==> src/sv/hilbert_index_encoder_macros.svh <==
// ----------------------------------------------------------------------------
// Hilbert index encoder assertion macros
// Assertion wrappers that can be compiled out with NO_ASSERTIONS.
// ----------------------------------------------------------------------------
`ifndef HILBERT_INDEX_ENCODER_MACROS_SVH
`define HILBERT_INDEX_ENCODER_MACROS_SVH

`ifndef NO_ASSERTIONS
// Property sampled on the clock and disabled during reset.
`define HIE_ASSERT(lbl, clk, rstn, prop) \
  lbl: assert property (@(posedge clk) disable iff (!rstn) (prop)) \
    else $error("hie assertion failed");
// Next-cycle implication, disabled during reset.
`define HIE_ASSERT_NEXT(lbl, clk, rstn, ante, cons) \
  lbl: assert property (@(posedge clk) disable iff (!rstn) (ante) |=> (cons)) \
    else $error("hie next-cycle assertion failed");
`else
`define HIE_ASSERT(lbl, clk, rstn, prop)
`define HIE_ASSERT_NEXT(lbl, clk, rstn, ante, cons)
`endif

`endif

==> src/sv/hie_pkg.sv <==
// ----------------------------------------------------------------------------
// Hilbert index encoder package
// Datapath widths, register indexes, quadrant codes and unit control types.
// ----------------------------------------------------------------------------
package hie_pkg;

  // Q16.16 operand width
  localparam int unsigned VW = 32;
  // Offset point minus centre; the centre drifts up to about 2^34
  localparam int unsigned DW = 36;
  // Exact product and sum of two products
  localparam int unsigned PW = DW + VW;
  localparam int unsigned SW = PW + 1;
  // Level count register width
  localparam int unsigned LCW = 5;
  // Configuration index width
  localparam int unsigned CIW = 3;

  localparam logic [CIW-1:0] REG_ORIGIN_X    = 3'd0;
  localparam logic [CIW-1:0] REG_ORIGIN_Y    = 3'd1;
  localparam logic [CIW-1:0] REG_RED_AXIS_X  = 3'd2;
  localparam logic [CIW-1:0] REG_RED_AXIS_Y  = 3'd3;
  localparam logic [CIW-1:0] REG_BLUE_AXIS_X = 3'd4;
  localparam logic [CIW-1:0] REG_BLUE_AXIS_Y = 3'd5;
  localparam logic [CIW-1:0] REG_LEVEL_COUNT = 3'd6;

  localparam logic [1:0] QUAD_LOW_LOW   = 2'd0;
  localparam logic [1:0] QUAD_LOW_HIGH  = 2'd1;
  localparam logic [1:0] QUAD_HIGH_HIGH = 2'd2;
  localparam logic [1:0] QUAD_HIGH_LOW  = 2'd3;

  typedef struct packed {
    logic acc_load;   // move product into accumulator
    logic sign_take;  // capture sign of accumulator plus product
  } mac_ctrl_t;

  typedef struct packed {
    logic neg;
    logic zero;
  } mac_stat_t;

endpackage

==> src/sv/hie_mac.sv <==
// ----------------------------------------------------------------------------
// Hilbert index encoder multiply-accumulate unit
// Shared 36x32 signed multiplier with product register, accumulator and
// registered sign test of a two-term dot product.
// ----------------------------------------------------------------------------
module hie_mac (
  input  logic                              clk_i,
  input  logic                              rst_ni,
  input  logic signed [hie_pkg::DW-1:0]     a_i,
  input  logic signed [hie_pkg::VW-1:0]     b_i,
  input  hie_pkg::mac_ctrl_t                ctrl_i,
  output hie_pkg::mac_stat_t                stat_o
);

  logic signed [hie_pkg::PW-1:0] prod_d, prod_q;
  logic signed [hie_pkg::PW-1:0] acc_q;
  logic signed [hie_pkg::SW-1:0] sum;
  hie_pkg::mac_stat_t            stat_q;

  assign prod_d = a_i * b_i;
  assign sum    = {prod_q[hie_pkg::PW-1], prod_q} + {acc_q[hie_pkg::PW-1], acc_q};

  always_ff @(posedge clk_i) begin
    prod_q <= prod_d;
    if (ctrl_i.acc_load) begin
      acc_q <= prod_q;
    end
  end

  always_ff @(posedge clk_i or negedge rst_ni) begin
    if (!rst_ni) begin
      stat_q <= '0;
    end else if (ctrl_i.sign_take) begin
      stat_q.neg  <= sum[hie_pkg::SW-1];
      stat_q.zero <= (sum == '0);
    end
  end

  assign stat_o = stat_q;

endmodule

==> config.mk <==
export PLATFORM = sky130hd
export DESIGN_NAME = hie_mac
export DESIGN_NICKNAME = d
export VERILOG_FILES = /design/src/sv/hilbert_index_encoder_macros.svh /design/src/sv/hie_pkg.sv /design/src/sv/hie_mac.sv
export SDC_FILE = /design/constraint.sdc
export NUM_CORES = 2
export LEC_CHECK = 0
export BUFFER_PORTS_ARGS = -buffer_cell sky130_fd_sc_hd__buf_2
export CAP_MARGIN = 5
export CORE_ASPECT_RATIO = 1.75
export CORE_UTILIZATION = 55
export CTS_CLUSTER_DIAMETER = 60
export CTS_CLUSTER_SIZE = 10
export DETAILED_ROUTE_END_ITERATION = 7
export GPL_TIMING_DRIVEN = 0
export PLACE_DENSITY = 0.67
export SYNTH_ARGS = -nofsm -noshare
export SYNTH_HDL_FRONTEND = slang
export SYNTH_SLANG_ARGS = --single-unit
==> constraint.sdc <==
create_clock -name clk_i -period 7 [get_ports clk_i]
set_input_delay 1.75 -clock clk_i [delete_from_list [all_inputs] [get_ports clk_i]]
set_output_delay 1.75 -clock clk_i [all_outputs]
set_load 0.005 [all_outputs]
==> flow_summary.toml, run 1 <==
[floorplan]
row_count = 142
start_util = 0.5572
top_level_ports = 74
fp.dieH_um = 392.5
die-width_um = 225.1

[synthesis]
syn_nets = 6688
synthFlopType = "edfxtp_1"
synth.area.top_cells = "fa_1 (50%), inv_1 (8.9%), and2_1 (7.2%), ha_1 (6.8%), nand2_1 (5.5%)"
ys_types = 81
synth-async-reset-ratio = 0.01449
synth-seq-area-share = 0.07207
synth_top_area_share = 0.5026
synth-seq-cells = 138
syn_area_per_cell_um2 = 9.299
yosys_warnings = 0
synth_area_mm2 = 0.04792
synth-edff-count = 68
synthCells = 5153
yosysTopAreaCell = "fa_1"

[cts]
clock_sinks = 138
ctsLongestPathBuffers = 2
hold_buffers = 0
root_buffer = "clkbuf_16"
cts_buffers = 17
htree_num_levels = 4

[place]
place.gp.congestion = 1.063
dpl.cell_count = 6362
placedInstanceArea_mm2 = 0.05040
io_buffer_count = 57
hpwl_mm = 164.9

[grt]
grt_overflow = 19
grt_max_degree = 69
track_usage = 0.5269
grt_pass1_vias = 45897
grt_pass1_wl_mm = 320.0

[run_status]
stop_stage = "global routing (5_1_grt)"
error = "[ERROR GRT-0116] Global routing finished with congestion. Check the congestion regions in the DRC Viewer."
status = "did not finish"
[Yosys cell counts (7+ instances only)]
library cell	n
a21o_1	44
nor2b_1	12
o21ai_1	18
clkbuf_1	250
o21bai_1	19
nor3_1	17
o31ai_1	7
and2_1	548
nor2_1	118
nor4_1	10
xor2_1	23
nand4_1	37
inv_1	1139
or3_1	7
dfxtp_1	68
fa_1	1203
and4_1	7
a211oi_1	16
edfxtp_1	68
nand3_1	31
mux2i_1	7
o211ai_1	16
ha_1	260
o21ai_0	80
nand2_1	696
and3_1	12
o21a_1	29
nand2b_1	27
a21oi_1	156
a31oi_1	17
buf_2	11
xnor2_1	82
[cells by family after synthesis]
group           after synthesis  synth area share
simple gates               1546            0.1594
xor+xnor                    105           0.01919
mux                           8          0.001697
fa+ha+maj                  1463            0.5705
flops                       138           0.07207
buf+inv                    1401            0.1100
compound gates              492           0.06711
[per-layer routing]
layer,GRT usage,GRT overflow
met5,0.06848,0
met4,0.5074,6
met3,0.2577,0
met2,0.7682,13
met1,0.5407,0
[metrics by stage]
step / util / worst slack [ns]
4_1_cts: 0.6352 / -1.987
3_5_place_dp: 0.5861 / -4.057
3_3_place_gp: 0.5861 / -3.935
2_1_floorplan: - / -1.785
[what timing repair did]
action | in CTS
resized for setup | 728
setup endpoints to repair | 57
buffers inserted | 64
pin swaps | 84
==> run 2, diff against run 1 <==
--- a/config.mk
+++ b/config.mk
@@ -7,13 +7,10 @@
 export LEC_CHECK = 0
 export BUFFER_PORTS_ARGS = -buffer_cell sky130_fd_sc_hd__buf_2
 export CAP_MARGIN = 5
-export CORE_ASPECT_RATIO = 1.75
-export CORE_UTILIZATION = 55
-export CTS_CLUSTER_DIAMETER = 60
-export CTS_CLUSTER_SIZE = 10
+export CORE_UTILIZATION = 40
 export DETAILED_ROUTE_END_ITERATION = 7
 export GPL_TIMING_DRIVEN = 0
-export PLACE_DENSITY = 0.67
+export PLACE_DENSITY_LB_ADDON = 0.15
 export SYNTH_ARGS = -nofsm -noshare
 export SYNTH_HDL_FRONTEND = slang
 export SYNTH_SLANG_ARGS = --single-unit
==> flow_summary.toml, run 2 <==
[run_status]
status = "finished, violations left"
violations = "negative setup slack"

[routing]
drc = 0
drtIter0Drc = 3043
first_pass_iters = 6
avgViaCountPerCell = 5.394
vias = 37768
wire_per_inst_um = 27.16
wirelength_mm = 190.1
ant_nets = 0

[cts]
cts_buffers = 17
path_clk_slew_ns = 0.07
root_buffer = "clkbuf_16"
clk_latency_ns = 0.44
clock_sinks = 138
ctsLongestPathBuffers = 2
htree_num_levels = 4
cts_tree = "done"

[sta]
maxSlewHeadroom = 0.4341
post-route-period-util = 1.295
finalHoldViolCount = 0
setup_slack_ns = -2.063
rsz0062_at_grt = "true"
max_freq_mhz = 110.3
skew_ns = 0.01364
slew_violations = 0
min_period_ns = 9.063
setup_viol = 52
worst_pin_slew_ns = 0.8379

[synthesis]
yosysMostFrequentCell = "fa_1"
synth_area_mm2 = 0.04792
synth_xor_area_frac = 0.01919
synth-async-reset-ratio = 0.01449
synthCells = 5153
synthAdderAreaFrac = 0.5705
synthFlopType = "edfxtp_1"
syn_nets = 6688
synth-edff-count = 68
synthMuxAreaShare = 0.001697
yosys.area_share.simple = 0.1594
ys_types = 81
synthTopCellsByCount = "fa_1 (1203), inv_1 (1139), nand2_1 (696), and2_1 (548), ha_1 (260)"
synth_top_area_share = 0.5026
synth_top_family_by_area = "adder cells"
yosysTopAreaCell = "fa_1"
synth-seq-area-share = 0.07207
synth-seq-cells = 138
syn_area_per_cell_um2 = 9.299
yosys_warnings = 0
synth_compound_area_frac = 0.06711
synth.area.top_cells = "fa_1 (50%), inv_1 (8.9%), and2_1 (7.2%), ha_1 (6.8%), nand2_1 (5.5%)"

[floorplan]
fp.dieH_um = 348.1
coreArea_mm2 = 0.1184
top_level_ports = 74
die-width_um = 348.1
dieArea_mm2 = 0.1212
row_count = 126
start_util = 0.4047

[critical_path]
r2r_end = "stat_o[0]"
critPathArrivalTime_ns = 9.38
cp-start-kind = "primary input"
cp_top_family = "adder cells"
r2r_cells = 15
endpoint_kind = "register"
rr_startpoint = "prod_q[0]"
required_ns = 7.32
path_buf_inv = 10
max_stage_delay_ns = 0.63
cp_slowest_cell = "fa_2"
crit_fanout = 5
cpMostUsedCell = "fa_1"
critPathKind = "primary input to register"
ff2ff_setup_slack_ns = 2.37

[place]
hpwl_mm = 155.8
place.gp.congestion = 0.9887
io_buffer_count = 57
detailedPlace.worstSlack_ns = -4.253

[job]
maxCapViolCount = 0

[grt]
track_usage = 0.3183
grt_max_degree = 40
grt_overflow = 0
grt_pass1_vias = 40057
grt_pass1_wl_mm = 276.0
antenna_found_initial = 17

[hold_path]
min-delay-start = "prod_q[52]"
holdPathStages = 0
min_path_type = "register to register"
min_to = "acc_q[52]"

[layout]
drive_gt1_frac = 0.1424
syn2layout_area_growth_pct = 17.79
final_cell_mix = "inv_1 (1114), fa_1 (1109), nand2_1 (682)"
layout_commonest_cell = "inv_1"
nets = 6914
run 2: cell counts after synthesis:
No cell type changed its count.
run 2: area by class of cell:
class                   instances  area (um^2)
well taps                    1600         2002
fillers                     11255        61950
inverters                    1139         4287
multi-input cells            3614        40490
diodes                         10        25.02
plain buffers                 262         3691
repair buffers                207         1902
clock inverters                 8        51.30
clock buffers                  24        546.8
flip-flops and latches        138         3453
run 2: repair_timing:
| action | CTS | global route |
|---|---|---|
| hold buffers | 0 | 0 |
| endpoints found under the setup margin | 56 | 54 |
| resized for setup | 755 | 156 |
| cloned | 4 | 4 |
| setup buffers | 94 | 50 |
| pin swaps | 109 | 69 |
run 2: metal layers:
metal  global-route usage  up-vias  wire (um)
met4               0.1514        8      11140
met3              0.06603      417      17700
li1                     -    15849          -
met2               0.4918     1885      83910
met1               0.4273    19609      77250
met5                    0        -        144
run 2: worst max path at each step:
stage	startpoint	to	slack, ns	cells past startpoint
2_1_floorplan	b_i[3]	prod_q[61]	-1.79	28
3_3_place_gp	b_i[16]	prod_q[64]	-4.27	26
3_5_place_dp	b_i[16]	prod_q[64]	-4.25	26
4_1_cts	a_i[34]	prod_q[67]	-2.00	29
5_1_grt	a_i[35]	prod_q[61]	-2.23	31
6_report	a_i[35]	prod_q[61]	-2.06	31
run 2: per-stage QoR:
| step | hold slack (ns) | area [um^2] | utilization | setup TNS (ns) | std cells |
|---|---|---|---|---|---|
| after floorplan | 0.4148 | 48670 | - | -48.46 | 5153 |
| after global placement | 0.4331 | 50960 | 0.4304 | -154.21 | 6810 |
| after detailed placement | 0.4279 | 50980 | 0.4306 | -155.16 | 6811 |
| after CTS | 0.4420 | 55540 | 0.4691 | -61.26 | 6940 |
| after global routing | 0.4559 | 56420 | 0.4765 | -70.68 | 6993 |
| final | 0.4386 | 56440 | 0.4767 | -64.82 | 7002 |
run 2: kinds of logic after synthesis:
logic type               count (synthesis)
AO/OA/AOI/OAI                          492
XOR/XNOR                               105
adder cells (fa/ha/maj)               1463
buffers and inverters                 1401
flip-flops                             138
multiplexers                             8
AND/OR/NAND/NOR                       1546
Power of run 2 is left out: the tool's default activity adds up to more than one toggle a clock period on the data nets, which glitch-free logic cannot reach.
